--- src/design/sba_ram.sv ---
module sba_ram #(
    parameter int WIDTH = 8,
    parameter int DEPTH = 256
) (
    input  logic                     i_clk,
    input  logic                     i_we,
    input  logic [$clog2(DEPTH)-1:0] i_waddr,
    input  logic [WIDTH-1:0]         i_wdata,
    input  logic [$clog2(DEPTH)-1:0] i_raddr,
    output logic [WIDTH-1:0]         o_rdata
);
    logic [WIDTH-1:0] r_mem [DEPTH];

    always_ff @(posedge i_clk) begin
        if (i_we) begin
            r_mem[i_waddr] <= i_wdata;
        end
        o_rdata <= r_mem[i_raddr];
    end
endmodule

--- config.mk ---
export PLATFORM = sky130hd
export DESIGN_NAME = sba_ram
export DESIGN_NICKNAME = d
export VERILOG_FILES = /design/src/design/sba_ram.sv
export SDC_FILE = /design/constraint.sdc
export NUM_CORES = 2
export LEC_CHECK = 0
export BUFFER_PORTS_ARGS = -buffer_cell sky130_fd_sc_hd__buf_4
export CORE_UTILIZATION = 68
export DETAILED_ROUTE_END_ITERATION = 16
export HOLD_SLACK_MARGIN = 0.1
export PLACE_DENSITY = 0.85
export SLEW_MARGIN = 20
export SYNTH_ARGS = -nofsm -noshare
export SYNTH_HDL_FRONTEND = slang
export SYNTH_SLANG_ARGS = --single-unit
--- constraint.sdc ---
create_clock -name i_clk -period 4.5 [get_ports i_clk]
set_input_delay 0.45 -clock i_clk [delete_from_list [all_inputs] [get_ports i_clk]]
set_output_delay 0.45 -clock i_clk [all_outputs]
set_load 0.03 [all_outputs]
### Yosys cells after proc, flatten, opt, wreduce, memory -nomap -nowiden

Memory sizes are Yosys's and may differ from the RTL's. A register that Yosys moved wholly into a read port is not among the register bits.
Index checks and enable logic that the tools add are counted.

* muxes and demuxes: 2

Operator list (number)
* two-way mux 1 bit: 2

* register bits after elaboration: 0
* memory bits (writable): 2048
* word-level logic and storage cells: 3
* memories kept: 1

Memory list
* r_mem: depth 256, bits a word 8, rd ports 1, clocked after memory_dff 1, write ports 1, line 12 `logic [WIDTH-1:0] r_mem [DEPTH];`

### Depth between registers and ports, before layout

* depth after elaboration: 2
* gate-level depth with buffers: 11
* gate-level depth less buffers: 6

### Worst setup path before layout

OpenSTA, ideal clock, no wires.

* path type: input port to flip-flop
* from: in i_raddr[0]
* to: reg o_rdata[2] (read register of r_mem)
* setup time: 0.131 ns
* data arrival time: 2.257 ns
* data required time: 4.369 ns
* setup slack: 2.112 ns
* cell stages on the path: 9
* cells stage by stage: buf_6 -> buf_12 -> buf_8 -> buf_2 -> mux4_2 -> a22oi_1 -> a21oi_1 -> nor4_1 -> nor4_2

RTL lines
* start: declaration: line 9 `input logic [$clog2(DEPTH)-1:0] i_raddr,`
* end: declaration: line 10 `output logic [WIDTH-1:0] o_rdata`

==> reports/qor.yml <==
run_status:
  status: "complete, no violations"
critical_path:
  path_buf_inv: 3
  crit_chain: "buf_8 -> buf_12 -> or3b_2 -> o221ai_1 -> a21oi_1 -> a21oi_1 -> nor3_1 -> buf_4 -> nor4_1"
  ff2ff_path_depth: 6
  r2r_start: "r_mem[147][4]"
  required_ns: 5.16
  r2r_end: "o_rdata[4]"
  end_kind: "flop"
  crit_top_cell: "a21oi_1"
  critical_path_class: "in2reg"
  cp-start-kind: "input port"
  critPathSlowestCell: "nor3_1"
  critical_path.startpoint: "i_raddr[1]"
  cp.arrival_ns: 3.82
  crit_cells: 9
  critical_path.top_delay_family: "simple AND/OR/NAND/NOR gates"
  endpoint: "o_rdata[4]"
  slowest_delay_ns: 0.69
  reg2reg_slack_ns: 1.63
  critical_path.max_fanout: 94
die:
  start_util_pct: 68.55
  die_y_um: 344.0
  num_rows: 125
  die-area_mm2: 0.1184
  fp.coreArea_mm2: 0.1160
  die_x_um: 344.0
  pin_count: 34
logic_synthesis:
  netlist_top_cells_area: "edfxtp_1 (77%), mux4_2 (13%), mux2i_1 (1.7%)"
  yosys_warnings: 0
  synthFlopType: "edfxtp_1"
  syn-instance-count: 3733
  synth_top_area_share_pct: 77.30
  synth_seq_cells: 2056
  synth_edf_count: 2048
  synth-async-reset-ratio_pct: 0
  synth_nets: 3759
  yosys.cell_types.count: 55
  yosysSeqAreaShare_pct: 77.50
  syn_area_mm2: 0.07956
  yosysTopAreaCell: "edfxtp_1"
  avgSynthCellArea_um2: 21.31
sta:
  relSlewSlack_pct: 16.70
  fin_skew_ns: 0.03765
  period_minus_slack_ns: 3.157
  fin_crit_sh_pct: 70.15
  maxSlewViolCount: 0
  worst_pin_slew_ns: 1.249
  setup_violations: 0
  whs_ns: 0.2581
  setup-tns-final_ns: 0
  rsz0062_at_grt: "false"
  hold_violations: 0
  fmax_ghz: 0.3168
clock_tree:
  clk_latency_ns: 0.84
  cts_sinks: 2056
  cts_tree: "built"
  cts_buffer_depth: 3
  postCtsHoldBufs: 0
  clock_tree.root_cell: "clkbuf_16"
  cts.clk_slew.worst_paths_ns: 0.07
  cts_setup_buffers: 0
  numCtsBuffers: 192
  cts-resized-gates: 0
  htree_levels: 4
place:
  place.detailed.hpwl_um: 119200
  io_buffers: 33
  place_area_mm2: 0.08189
  place_congestion: 0.9018
route:
  vias: 43450
  wirelength_um: 219500
  drt.antenna.violating_nets: 0
  firstDrtPassIters: 7
  drtIter0Drc: 7521
  wl_per_cell_um: 39.34
  vias_per_cell: 7.786
  drc: 0
layout:
  final_nets: 3921
  layout-drive-gt1-share_pct: 23.05
  syn_to_final_growth_pct: 10.44
  layout_commonest_cell: "edfxtp_1"
  final_core_util_pct: 75.71
  final_area_mm2: 0.08786
  most-common-layout-cells: "edfxtp_1 (2048), mux4_2 (454), nor2_1 (279)"
worst_hold_path:
  min_path_type: "in2reg"
  min_from: "i_wdata[2]"
pwr:
  max-vdd-ir-drop_mv: 0.5708
  cellPowerDensity_mw_per_mm2: 443.9
  p_leak_uw: 0.02727
global_routing:
  antenna_found_initial: 13
  grt-ovfl-total: 0
  grtUsageTotal_pct: 37.70
  grt_pass1_wl_um: 309700
  grt_pass1_vias: 43250
  grt_max_degree: 136
run:
  maxCapViolCount: 0
routing by layer:
layer | track usage [%] | vias to the layer above | routed length (µm)
met1 | 48.52 | 21800 | 68800
met3 | 11.13 | 986 | 31470
met2 | 59.28 | 4666 | 105100
met5 | 0 | - | 106
li1 | - | 15980 | -
met4 | 19.38 | 20 | 14030
logic make-up after synthesis:
kind of cell	after synthesis	synth area share, %
AO/OA/AOI/OAI	385	3.419
buffers and inverters	235	1.831
AND/OR/NAND/NOR	466	2.628
multiplexers	591	14.62
flip-flops	2056	77.50
synth_stat cells (24+ instances only):
library cell and count:
o221ai_1 46, nor4_1 24, mux2i_1 134, nand3_1 34, nor2b_1 31, buf_2 31
nand2_1 33, nor2_1 282, edfxtp_1 2048, a22oi_1 133, clkbuf_1 111, buf_4 27
a21oi_1 96, o22ai_1 28, mux4_2 454
state kept, by name (all words and copies together), names as in the netlist:
register and flops:
o_rdata 8, r_mem 2048
report_power, final:
part / leakage [µW] / switching [µW] / total (µW) / internal, µW
Combinational: 0.00589 / 1370 / 2040 / 674
Sequential: 0.0185 / 49.3 / 21200 / 21100
Clock: 0.00290 / 7210 / 15800 / 8590
how the worst min path moves through the flow:
stage / to / slack (ns) / cells past startpoint
floorplan: r_mem[0][0] / 0.55 / 0
global placement: o_rdata[5] / 0.91 / 6
detailed placement: o_rdata[5] / 0.96 / 6
CTS: r_mem[219][2] / 0.29 / 4
global route: r_mem[71][2] / 0.30 / 1
finish: r_mem[244][2] / 0.26 / 1
through the flow:
step                      total power, µW  setup WS [ns]  cells
after floorplan                     22580          2.112   3733
after global placement              23400         0.2940   5223
after detailed placement            23470         0.5896   5224
after CTS                           38880          1.434   5571
after global routing                39630          1.243   5572
final                               39000          1.343   5581
area by class of cell:
cell class / count / area (µm²)
Clock inverter: 108 / 855.8
Sequential cell: 2056 / 61660
Multi-Input combinational cell: 1442 / 16480
Clock buffer: 239 / 5086
Antenna cell: 9 / 22.52
Inverter: 2 / 7.507
Tap cell: 1524 / 1907
Fill cell: 5464 / 28190
Timing Repair Buffer: 201 / 1841
Power figures use the tool's default switching activity.
